### src/tret_pkg.sv
// Shared types and constants for the touch report event tracker.
package tret_pkg;

  // Screen coordinate and size width
  localparam int unsigned DimW = 12;
  // Panel range and scaling operand width
  localparam int unsigned RangeW = 16;
  // Raw point width: 16-bit panel value times 12-bit screen size
  localparam int unsigned RawW = RangeW + DimW;
  // One quotient bit per divider step
  localparam int unsigned DivSteps = RawW;
  localparam int unsigned DivCntW = $clog2(DivSteps);
  localparam int unsigned CfgIdxW = 3;

  // Status byte fields
  localparam logic [7:0] StReadyBit  = 8'h80;
  localparam logic [7:0] StCountMask = 8'h0F;
  localparam logic [3:0] MaxCountK0  = 4'd2;
  localparam logic [3:0] MaxCountK1  = 4'd5;

  typedef enum logic [CfgIdxW-1:0] {
    CFG_PANEL_KIND    = 3'd0,
    CFG_SCREEN_WIDTH  = 3'd1,
    CFG_SCREEN_HEIGHT = 3'd2,
    CFG_X_RANGE       = 3'd3,
    CFG_Y_RANGE       = 3'd4,
    CFG_SWAP_XY       = 3'd5,
    CFG_MIRROR_X      = 3'd6,
    CFG_MIRROR_Y      = 3'd7
  } cfg_idx_e;

  typedef enum logic [1:0] {
    EV_DOWN = 2'd0,
    EV_MOVE = 2'd1,
    EV_UP   = 2'd2
  } event_kind_e;

  // Controller to datapath commands
  typedef struct packed {
    logic load;      // capture the accepted request
    logic decode;    // decode the report, start scaling if needed
    logic take_div;  // load scaled raw point from the dividers
    logic place;     // map point to screen, update tracking state
    logic emit;      // move result into the output register
  } cmd_t;

  // Datapath to controller status
  typedef struct packed {
    logic need_div;  // decoded report needs scaling
    logic div_busy;  // either divider still iterating
    logic out_free;  // output register can take a result
  } status_t;

endpackage

### src/tret_div.sv
// Restoring divider, one quotient bit per cycle.
module tret_div (
  input  logic                           clk_i,
  input  logic                           rst_ni,
  input  logic                           start_i,
  input  logic [tret_pkg::RawW-1:0]      dividend_i,
  input  logic [tret_pkg::RangeW-1:0]    divisor_i,
  output logic                           busy_o,
  output logic [tret_pkg::RawW-1:0]      quotient_o
);

  logic                               busy_q, busy_d;
  logic [tret_pkg::DivCntW-1:0]       cnt_q, cnt_d;
  logic [tret_pkg::RawW-1:0]          quo_q, quo_d;
  logic [tret_pkg::RangeW-1:0]        rem_q, rem_d;
  logic [tret_pkg::RangeW-1:0]        dvs_q, dvs_d;
  logic [tret_pkg::RangeW:0]          rem_sh;
  logic [tret_pkg::RangeW:0]          rem_sub;

  // Shift in next dividend bit and trial-subtract
  assign rem_sh  = {rem_q, quo_q[tret_pkg::RawW-1]};
  assign rem_sub = rem_sh - {1'b0, dvs_q};

  always_comb begin
    busy_d = busy_q;
    cnt_d  = cnt_q;
    quo_d  = quo_q;
    rem_d  = rem_q;
    dvs_d  = dvs_q;
    if (start_i) begin
      busy_d = 1'b1;
      cnt_d  = tret_pkg::DivCntW'(tret_pkg::DivSteps - 1);
      quo_d  = dividend_i;
      rem_d  = '0;
      dvs_d  = divisor_i;
    end else if (busy_q) begin
      if (rem_sh >= {1'b0, dvs_q}) begin
        rem_d = rem_sub[tret_pkg::RangeW-1:0];
        quo_d = {quo_q[tret_pkg::RawW-2:0], 1'b1};
      end else begin
        rem_d = rem_sh[tret_pkg::RangeW-1:0];
        quo_d = {quo_q[tret_pkg::RawW-2:0], 1'b0};
      end
      if (cnt_q == '0) begin
        busy_d = 1'b0;
      end else begin
        cnt_d = cnt_q - 1'b1;
      end
    end
  end

  always_ff @(posedge clk_i or negedge rst_ni) begin
    if (!rst_ni) begin
      busy_q <= 1'b0;
      cnt_q  <= '0;
    end else begin
      busy_q <= busy_d;
      cnt_q  <= cnt_d;
    end
  end

  always_ff @(posedge clk_i) begin
    quo_q <= quo_d;
    rem_q <= rem_d;
    dvs_q <= dvs_d;
  end

  assign busy_o     = busy_q;
  assign quotient_o = quo_q;

endmodule

### src/tret_datapath.sv
// Datapath: config registers, report decode, scaling, placement and output register.
module tret_datapath #(
  parameter int unsigned COORD_BITS = 12
) (
  input  logic                            clk_i,
  input  logic                            rst_ni,
  // configuration
  input  logic                            cfg_we_i,
  input  logic [tret_pkg::CfgIdxW-1:0]    cfg_idx_i,
  input  logic [tret_pkg::RangeW-1:0]     cfg_wdata_i,
  // request payload
  input  logic                            status_ok_i,
  input  logic [7:0]                      status_byte_i,
  input  logic                            points_ok_i,
  input  logic [7:0]                      coord_byte1_i,
  input  logic [7:0]                      coord_byte2_i,
  input  logic [7:0]                      coord_byte3_i,
  input  logic [7:0]                      coord_byte4_i,
  // result
  input  logic                            out_ready_i,
  output logic                            out_valid_o,
  output logic                            has_event_o,
  output logic [1:0]                      event_kind_o,
  output logic [tret_pkg::DimW-1:0]       point_x_o,
  output logic [tret_pkg::DimW-1:0]       point_y_o,
  output logic                            clear_status_o,
  // control
  input  tret_pkg::cmd_t                  cmd_i,
  output tret_pkg::status_t               status_o
);

  localparam int unsigned DimW   = tret_pkg::DimW;
  localparam int unsigned RangeW = tret_pkg::RangeW;
  localparam int unsigned RawW   = tret_pkg::RawW;
  // High-nibble mask for the packed layout
  localparam logic [7:0] HiMask = 8'((1 << (COORD_BITS - 8)) - 1);

  // Configuration registers
  logic              kind_q, swap_q, mir_x_q, mir_y_q;
  logic [DimW-1:0]   width_q, height_q;
  logic [RangeW-1:0] xrng_q, yrng_q;

  always_ff @(posedge clk_i or negedge rst_ni) begin
    if (!rst_ni) begin
      kind_q   <= 1'b0;
      width_q  <= DimW'(320);
      height_q <= DimW'(480);
      xrng_q   <= RangeW'(320);
      yrng_q   <= RangeW'(480);
      swap_q   <= 1'b0;
      mir_x_q  <= 1'b0;
      mir_y_q  <= 1'b0;
    end else if (cfg_we_i) begin
      unique case (tret_pkg::cfg_idx_e'(cfg_idx_i))
        tret_pkg::CFG_PANEL_KIND:    kind_q   <= cfg_wdata_i[0];
        tret_pkg::CFG_SCREEN_WIDTH:  width_q  <= cfg_wdata_i[DimW-1:0];
        tret_pkg::CFG_SCREEN_HEIGHT: height_q <= cfg_wdata_i[DimW-1:0];
        tret_pkg::CFG_X_RANGE:       xrng_q   <= cfg_wdata_i;
        tret_pkg::CFG_Y_RANGE:       yrng_q   <= cfg_wdata_i;
        tret_pkg::CFG_SWAP_XY:       swap_q   <= cfg_wdata_i[0];
        tret_pkg::CFG_MIRROR_X:      mir_x_q  <= cfg_wdata_i[0];
        tret_pkg::CFG_MIRROR_Y:      mir_y_q  <= cfg_wdata_i[0];
        default: ;
      endcase
    end
  end

  // Zero screen size acts as one
  logic [DimW-1:0] w_eff, h_eff;
  assign w_eff = (width_q  == '0) ? DimW'(1) : width_q;
  assign h_eff = (height_q == '0) ? DimW'(1) : height_q;

  // Captured request
  logic       st_ok_q, pt_ok_q;
  logic [7:0] st_q, b1_q, b2_q, b3_q, b4_q;

  always_ff @(posedge clk_i) begin
    if (cmd_i.load) begin
      st_ok_q <= status_ok_i;
      st_q    <= status_byte_i;
      pt_ok_q <= points_ok_i;
      b1_q    <= coord_byte1_i;
      b2_q    <= coord_byte2_i;
      b3_q    <= coord_byte3_i;
      b4_q    <= coord_byte4_i;
    end
  end

  // Report decode
  logic [3:0]        cnt;
  logic              st_ready;
  logic              k0_touch, k1_touch;
  logic [RangeW-1:0] vx, vy;
  logic [RawW-1:0]   k0_raw_x, k0_raw_y;

  assign cnt      = 4'(st_q & tret_pkg::StCountMask);
  assign st_ready = |(st_q & tret_pkg::StReadyBit);
  assign k0_touch = st_ok_q && (cnt != '0) && (cnt <= tret_pkg::MaxCountK0);
  assign k1_touch = (cnt != '0) && (cnt <= tret_pkg::MaxCountK1) && pt_ok_q;
  assign vx       = {b2_q, b1_q};
  assign vy       = {b4_q, b3_q};
  assign k0_raw_x = RawW'({b1_q & HiMask, b2_q});
  assign k0_raw_y = RawW'({b3_q & HiMask, b4_q});

  assign status_o.need_div = kind_q && st_ok_q && st_ready && k1_touch;

  // Tracking state
  logic            touch_q, touch_d, down_q, down_d, clr_q, clr_d;
  logic [RawW-1:0] raw_x_q, raw_x_d, raw_y_q, raw_y_d;
  logic [DimW-1:0] last_x_q, last_x_d, last_y_q, last_y_d;

  // Scaling dividers
  logic [RawW-1:0] prod_x, prod_y, quo_x, quo_y;
  logic            busy_x, busy_y, div_start;

  assign prod_x    = RawW'(vx) * RawW'(w_eff);
  assign prod_y    = RawW'(vy) * RawW'(h_eff);
  assign div_start = cmd_i.decode && status_o.need_div;

  tret_div u_div_x (
    .clk_i      (clk_i),
    .rst_ni     (rst_ni),
    .start_i    (div_start),
    .dividend_i (prod_x),
    .divisor_i  (xrng_q),
    .busy_o     (busy_x),
    .quotient_o (quo_x)
  );

  tret_div u_div_y (
    .clk_i      (clk_i),
    .rst_ni     (rst_ni),
    .start_i    (div_start),
    .dividend_i (prod_y),
    .divisor_i  (yrng_q),
    .busy_o     (busy_y),
    .quotient_o (quo_y)
  );

  assign status_o.div_busy = busy_x || busy_y;

  // Mirror and clamp one axis to the screen
  function automatic logic [DimW-1:0] place_axis(input logic [RawW-1:0] v,
                                                 input logic mir,
                                                 input logic [DimW-1:0] size);
    logic [DimW-1:0] top;
    top = size - 1'b1;
    if (mir) begin
      if (v > RawW'(top)) place_axis = '0;
      else                place_axis = top - v[DimW-1:0];
    end else begin
      if (v >= RawW'(size)) place_axis = top;
      else                  place_axis = v[DimW-1:0];
    end
  endfunction

  logic [RawW-1:0] sx, sy;
  assign sx = swap_q ? raw_y_q : raw_x_q;
  assign sy = swap_q ? raw_x_q : raw_y_q;

  // Pending result
  logic            res_has_q, res_has_d;
  logic [1:0]      res_ev_q, res_ev_d;
  logic [DimW-1:0] res_x_q, res_x_d, res_y_q, res_y_d;

  always_comb begin
    touch_d   = touch_q;
    down_d    = down_q;
    clr_d     = clr_q;
    raw_x_d   = raw_x_q;
    raw_y_d   = raw_y_q;
    last_x_d  = last_x_q;
    last_y_d  = last_y_q;
    res_has_d = res_has_q;
    res_ev_d  = res_ev_q;
    res_x_d   = res_x_q;
    res_y_d   = res_y_q;

    if (cmd_i.decode) begin
      clr_d = 1'b0;
      if (!kind_q) begin
        down_d = k0_touch;
        if (k0_touch) begin
          raw_x_d = k0_raw_x;
          raw_y_d = k0_raw_y;
        end
      end else if (!st_ok_q) begin
        down_d = 1'b0;
      end else if (st_ready) begin
        clr_d  = 1'b1;
        down_d = k1_touch;
      end else begin
        // No new report: state holds
        down_d = touch_q;
      end
    end

    // Zero range passes the coordinate unscaled
    if (cmd_i.take_div) begin
      raw_x_d = (xrng_q == '0) ? RawW'(vx) : quo_x;
      raw_y_d = (yrng_q == '0) ? RawW'(vy) : quo_y;
    end

    if (cmd_i.place) begin
      res_has_d = 1'b0;
      res_ev_d  = tret_pkg::EV_DOWN;
      res_x_d   = '0;
      res_y_d   = '0;
      if (down_q) begin
        last_x_d  = place_axis(sx, mir_x_q, w_eff);
        last_y_d  = place_axis(sy, mir_y_q, h_eff);
        res_has_d = 1'b1;
        res_ev_d  = touch_q ? tret_pkg::EV_MOVE : tret_pkg::EV_DOWN;
        res_x_d   = last_x_d;
        res_y_d   = last_y_d;
      end else if (touch_q) begin
        res_has_d = 1'b1;
        res_ev_d  = tret_pkg::EV_UP;
        res_x_d   = last_x_q;
        res_y_d   = last_y_q;
      end
      touch_d = down_q;
    end
  end

  always_ff @(posedge clk_i or negedge rst_ni) begin
    if (!rst_ni) begin
      touch_q  <= 1'b0;
      raw_x_q  <= '0;
      raw_y_q  <= '0;
      last_x_q <= '0;
      last_y_q <= '0;
    end else begin
      touch_q  <= touch_d;
      raw_x_q  <= raw_x_d;
      raw_y_q  <= raw_y_d;
      last_x_q <= last_x_d;
      last_y_q <= last_y_d;
    end
  end

  always_ff @(posedge clk_i) begin
    down_q    <= down_d;
    clr_q     <= clr_d;
    res_has_q <= res_has_d;
    res_ev_q  <= res_ev_d;
    res_x_q   <= res_x_d;
    res_y_q   <= res_y_d;
  end

  // Output register
  logic            out_valid_q, out_valid_d;
  logic            out_has_q, out_clr_q;
  logic [1:0]      out_ev_q;
  logic [DimW-1:0] out_x_q, out_y_q;

  assign status_o.out_free = !out_valid_q || out_ready_i;

  always_comb begin
    out_valid_d = out_valid_q;
    if (cmd_i.emit)       out_valid_d = 1'b1;
    else if (out_ready_i) out_valid_d = 1'b0;
  end

  always_ff @(posedge clk_i or negedge rst_ni) begin
    if (!rst_ni) out_valid_q <= 1'b0;
    else         out_valid_q <= out_valid_d;
  end

  always_ff @(posedge clk_i) begin
    if (cmd_i.emit) begin
      out_has_q <= res_has_q;
      out_ev_q  <= res_ev_q;
      out_x_q   <= res_x_q;
      out_y_q   <= res_y_q;
      out_clr_q <= clr_q;
    end
  end

  assign out_valid_o    = out_valid_q;
  assign has_event_o    = out_has_q;
  assign event_kind_o   = out_ev_q;
  assign point_x_o      = out_x_q;
  assign point_y_o      = out_y_q;
  assign clear_status_o = out_clr_q;

endmodule

### src/tret_ctrl.sv
// Controller state machine sequencing one report through the datapath.
module tret_ctrl (
  input  logic              clk_i,
  input  logic              rst_ni,
  input  logic              in_valid_i,
  output logic              in_ready_o,
  input  tret_pkg::status_t status_i,
  output tret_pkg::cmd_t    cmd_o
);

  typedef enum logic [4:0] {
    S_IDLE   = 5'b00001,
    S_DECODE = 5'b00010,
    S_DIV    = 5'b00100,
    S_PLACE  = 5'b01000,
    S_EMIT   = 5'b10000
  } state_e;

  state_e state_q, state_d;

  always_comb begin
    state_d = state_q;
    cmd_o   = '0;
    unique case (state_q)
      S_IDLE: begin
        if (in_valid_i) begin
          cmd_o.load = 1'b1;
          state_d    = S_DECODE;
        end
      end
      S_DECODE: begin
        cmd_o.decode = 1'b1;
        state_d      = status_i.need_div ? S_DIV : S_PLACE;
      end
      S_DIV: begin
        if (!status_i.div_busy) begin
          cmd_o.take_div = 1'b1;
          state_d        = S_PLACE;
        end
      end
      S_PLACE: begin
        cmd_o.place = 1'b1;
        state_d     = S_EMIT;
      end
      S_EMIT: begin
        // wait for the output register to free up
        if (status_i.out_free) begin
          cmd_o.emit = 1'b1;
          state_d    = S_IDLE;
        end
      end
      default: state_d = S_IDLE;
    endcase
  end

  always_ff @(posedge clk_i or negedge rst_ni) begin
    if (!rst_ni) state_q <= S_IDLE;
    else         state_q <= state_d;
  end

  assign in_ready_o = (state_q == S_IDLE);

endmodule

### src/touch_report_event_tracker_unit.sv
// Top level of the touch report event tracker.
//
// Usage: each request on the input channel (valid/ready) is one touch-panel
// report read. Every request yields exactly one result on the output channel
// (valid/ready): an optional DOWN/MOVE/UP event with its screen point and a
// status-clear flag. Configuration is written through cfg_we_i/cfg_idx_i/
// cfg_wdata_i; the user must write it only while the block is idle, which
// the block itself does not enforce. Writes take effect at once.
// Scaling: a report that needs scaling (ready-flagged layout with a valid
// touch) waits for the two 28-step iterative dividers that run in parallel
// for x and y; other reports skip them. One request is in flight at a time,
// so the input accepts again in the cycle after the result enters the output
// register. Stall: the result waits in the output register; a new request
// may be accepted and processed meanwhile, and it then waits until the
// output register is taken before it is emitted.
// Reset: clears the touch state, the last point, the held raw point and the
// output valid, and loads the default screen and range configuration.
module touch_report_event_tracker_unit #(
  parameter int unsigned COORD_BITS = 12
) (
  input  logic                           clk_i,
  input  logic                           rst_ni,
  input  logic                           cfg_we_i,
  input  logic [tret_pkg::CfgIdxW-1:0]   cfg_idx_i,
  input  logic [tret_pkg::RangeW-1:0]    cfg_wdata_i,
  input  logic                           in_valid_i,
  output logic                           in_ready_o,
  input  logic                           status_ok_i,
  input  logic [7:0]                     status_byte_i,
  input  logic                           points_ok_i,
  input  logic [7:0]                     coord_byte1_i,
  input  logic [7:0]                     coord_byte2_i,
  input  logic [7:0]                     coord_byte3_i,
  input  logic [7:0]                     coord_byte4_i,
  output logic                           out_valid_o,
  input  logic                           out_ready_i,
  output logic                           has_event_o,
  output logic [1:0]                     event_kind_o,
  output logic [tret_pkg::DimW-1:0]      point_x_o,
  output logic [tret_pkg::DimW-1:0]      point_y_o,
  output logic                           clear_status_o
);

  tret_pkg::cmd_t    cmd;
  tret_pkg::status_t status;

  tret_ctrl u_ctrl (
    .clk_i      (clk_i),
    .rst_ni     (rst_ni),
    .in_valid_i (in_valid_i),
    .in_ready_o (in_ready_o),
    .status_i   (status),
    .cmd_o      (cmd)
  );

  tret_datapath #(
    .COORD_BITS (COORD_BITS)
  ) u_dp (
    .clk_i          (clk_i),
    .rst_ni         (rst_ni),
    .cfg_we_i       (cfg_we_i),
    .cfg_idx_i      (cfg_idx_i),
    .cfg_wdata_i    (cfg_wdata_i),
    .status_ok_i    (status_ok_i),
    .status_byte_i  (status_byte_i),
    .points_ok_i    (points_ok_i),
    .coord_byte1_i  (coord_byte1_i),
    .coord_byte2_i  (coord_byte2_i),
    .coord_byte3_i  (coord_byte3_i),
    .coord_byte4_i  (coord_byte4_i),
    .out_ready_i    (out_ready_i),
    .out_valid_o    (out_valid_o),
    .has_event_o    (has_event_o),
    .event_kind_o   (event_kind_o),
    .point_x_o      (point_x_o),
    .point_y_o      (point_y_o),
    .clear_status_o (clear_status_o),
    .cmd_i          (cmd),
    .status_o       (status)
  );

endmodule

### config.mk
export PLATFORM = sky130hd
export DESIGN_NAME = touch_report_event_tracker_unit
export DESIGN_NICKNAME = d
export VERILOG_FILES = /design/src/tret_pkg.sv /design/src/tret_div.sv /design/src/tret_datapath.sv /design/src/tret_ctrl.sv /design/src/touch_report_event_tracker_unit.sv
export SDC_FILE = /design/constraint.sdc
export NUM_CORES = 2
export LEC_CHECK = 0
export ABC_AREA = 1
export BUFFER_PORTS_ARGS = -buffer_cell sky130_fd_sc_hd__buf_2
export CAP_MARGIN = 20
export CORE_MARGIN = 4
export CORE_UTILIZATION = 60
export DETAILED_ROUTE_END_ITERATION = 16
export PLACE_DENSITY = 0.77
export RECOVER_POWER = 50
export SLEW_MARGIN = 0
export SYNTH_ARGS = -nofsm -noshare
export SYNTH_HDL_FRONTEND = slang
export SYNTH_SLANG_ARGS = --single-unit
export TNS_END_PERCENT = 10
### constraint.sdc
create_clock -name clk_i -period 9.4 [get_ports clk_i]
set_input_delay 1.88 -clock clk_i [delete_from_list [all_inputs] [get_ports clk_i]]
set_output_delay 1.88 -clock clk_i [all_outputs]
set_load 0.05 [all_outputs]
==> run metrics <==
status=finished, violations left; failing checks=capacitance limit, slew limit; Max Cap Viol=4; Final ANT Viol Nets=0; RSZ-0062 raised after global routing=false; NumNets Final=4,858; maximum level of the CTS H-tree=2; area leader, netlist=fa_1; PortBufs=just over 90; EDFF count, synth=184; Core Area=~55,000 µm²; Slew headroom=-237%; top-count cell post-synth=nand2_1; Mean Syn Cell Area=a little under 8 µm²; HPWL after detailed placement=61.1 mm; hold crit path type=reg2reg; worst path required time=just under 10 ns; Worst EP arrival=between 6 and 7 ns; top-area cell type share of the netlist area=17.0%; CP max FO=21; Final Setup Violations=0; clk root buf=clkbuf_16; Die X=approximately 240 µm; RePlAce Congestion=0.964; routed wire length=81.7 mm; first-pass GRT wire length=136 mm; n_diodes=0; cts bufs inserted=44; Synth Instances=4,273; wire per inst=16.2 µm; Initial DRC Count=roughly 2,200; kind of critical path=reg2reg; Synth Net Count=4,863; CTS tree=done; vias per inst=5.43; placed insts=a little under 5,000; Yosys reg bits=approximately 380; Critical Path Sink Type=flip-flop; die height=244 µm; top cells by area, synth=fa_1 17%, edfxtp_1 17%, nand2_1 14%; post-cts hold buffer count=0; Period Utilization, post-route=between 60 and 70%; Cell Rows=86; top cells by count, synth=1,245 x nand2_1, 839 x inv_1, 284 x fa_1; post_cts resized=0; Final Hold Vio Count=0; Total Routing Usage GR=between 20% and 30%; CTS clk-pin slew, worst paths=around 0.06 ns; # DRC=0; TritonRoute pass-1 iters=6; Async SR Flop Fraction=a little over two fifths; Fin Setup TNS=0 ns; Synth Warn #=0; vias in the first global route=26,990; kind of start point of the critical path=flip-flop; Unique masters post-synth=between 40 and 50; max frequency=162 MHz; Worst Clk Skew=0.0236 ns; Starting Density=60.6%; Sink Count=~380; Main synth FF type=edfxtp_1; DIE AREA=59,600 µm²; antenna violations before repair=1; Area Growth Syn to Fin=6.99%; Tmin final=6.16 ns; largest net degree at the start of global routing=94; DR vias=approximately 27,000; Slew @ Worst Pin=5.06 ns; Slew Limit Fails=152; post-CTS setup buffers=0; Boundary Pins=96; Cell Area, Synth=33,500 µm²; Non-Filler Instances=a little over 5,000; share of post-route cells with drive strength above 1=4.81%; post-synthesis sequential area ratio=a little under a third; total gr overflow=0; Max Buffers Root-to-Sink=3; Skew-Pair Late Insertion Delay=0.59 ns
==> layout by cell type, fill, tap and decap left out, types with 5 or more instances in the layout <==
cell       count
edfxtp_1     184
fa_1         284
buf_2         86
o21bai_1       7
a31oi_1       25
dfrtp_1      146
nor3_1        41
o21a_1        11
nor4_1         5
ha_1         240
or2_2         11
a21o_1        10
o32ai_1       16
nand4_1       34
xor2_1        40
inv_1        839
a21oi_1      128
dfxtp_1       32
o22ai_1       12
clkbuf_16     46
clkbuf_8       5
o211ai_1      12
o21ai_0      234
bufinv_16      5
nand3_1      207
buf_4         15
dfstp_2        7
o21ai_1       12
dfstp_1        6
nand3b_1      45
xnor2_1       28
nand2_1     1245
nor2_1       220
clkbuf_1      22
inv_2          6
==> flip-flops by register name, indices dropped and copies added (netlist names), 8 cells and up <==
name / cells
u_dp.u_div_x.rem_q: 16
u_dp.b4_q: 8
u_dp.b3_q: 8
u_dp.u_div_y.rem_q: 16
u_dp.yrng_q: 16
u_dp.xrng_q: 16
u_dp.b2_q: 8
u_dp.height_q: 12
u_dp.u_div_x.quotient_o: 28
u_dp.u_div_x.dvs_q: 16
u_dp.width_q: 12
u_dp.last_x_q: 12
u_dp.raw_y_q: 28
u_dp.b1_q: 8
u_dp.point_y_o: 12
u_dp.u_div_y.quotient_o: 28
u_dp.last_y_q: 12
u_dp.u_div_y.dvs_q: 16
u_dp.res_x_q: 12
u_dp.raw_x_q: 28
u_dp.point_x_o: 12
u_dp.res_y_q: 12
==> metal layers <==
layer	GRT usage [%]	routed length, µm	up-vias	share of wire (%)
li1	-	-	13268	-
met2	45.9	38100	891	47
met3	3.37	5110	166	6.3
met1	39.0	35800	13088	44
met4	8.98	2710	2	3.3
met5	0	12	-	0.015
==> layout make-up <==
cell class              instances  area [µm²]
well taps                     748         936
multi-input cells            2889       19400
inverters                     846        3180
repair buffers                112         584
clock inverters                20         280
fillers                      4818       19400
clock buffers                  62        1260
flip-flops and latches        375       10200
==> kinds of logic (layout without fill, tap and decap cells) <==
family          after synthesis  in the layout  synth area share [%]
simple gates               1820           1820                  22.4
buf+inv                    1009           1040                  11.5
fa+ha+maj                   524            524                  26.0
compound gates              477            477                  7.94
flops                       375            375                  30.4
xor+xnor                     68             68                  1.78
==> critical path: stages (launching register included) <==
cell,delay [ns]
dfrtp_1,0.87
inv_1,0.21
nand2_1,0.11
nor2_1,0.05
nand2_1,0.09
nand2_1,0.48
nand2_1,0.24
fa_1,0.44
inv_1,0.08
fa_1,0.43
fa_1,0.49
inv_1,0.06
fa_1,0.55
inv_1,0.05
ha_1,0.34
nand2_1,0.13
o21ai_0,0.26
nor2_1,0.13
o21ai_0,0.47
nand2_1,0.14
nand2_1,0.09
nand2_1,0.05
nand3_1,0.06
o21ai_0,0.08
==> worst paths after layout <==
kind / startpoint / to / slack [ns] / depth (start not counted)
worst min-delay path: u_dp.res_y_q[1] / u_dp.point_y_o[1] / 0.42 / 0
max in group asynchronous: rst_ni / u_dp.xrng_q[15] / 3.39 / 1
worst min register to register: u_dp.res_y_q[1] / u_dp.point_y_o[1] / 0.42 / 0
min in group asynchronous: rst_ni / u_dp.last_y_q[8] / 3.12 / 1
worst max-delay path: u_dp.height_q[4] / u_dp.u_div_y.quotient_o[26] / 3.24 / 23
worst max register to register: u_dp.height_q[4] / u_dp.u_div_y.quotient_o[26] / 3.24 / 23
==> stage by stage <==
stage	utilization [%]	hold WS (ns)	setup WS (ns)	cell area, µm²
finish	64.9	0.416	3.24	35800
global route	64.9	0.422	2.39	35800
CTS	65.0	0.418	3.26	35900
detailed placement	62.2	0.405	3.30	34300
global placement	62.2	0.403	3.31	34300
floorplan	-	0.400	3.98	33500
Power is not shown: default switching activity piles up to over one toggle a cycle in this logic, so the estimate is an artifact.
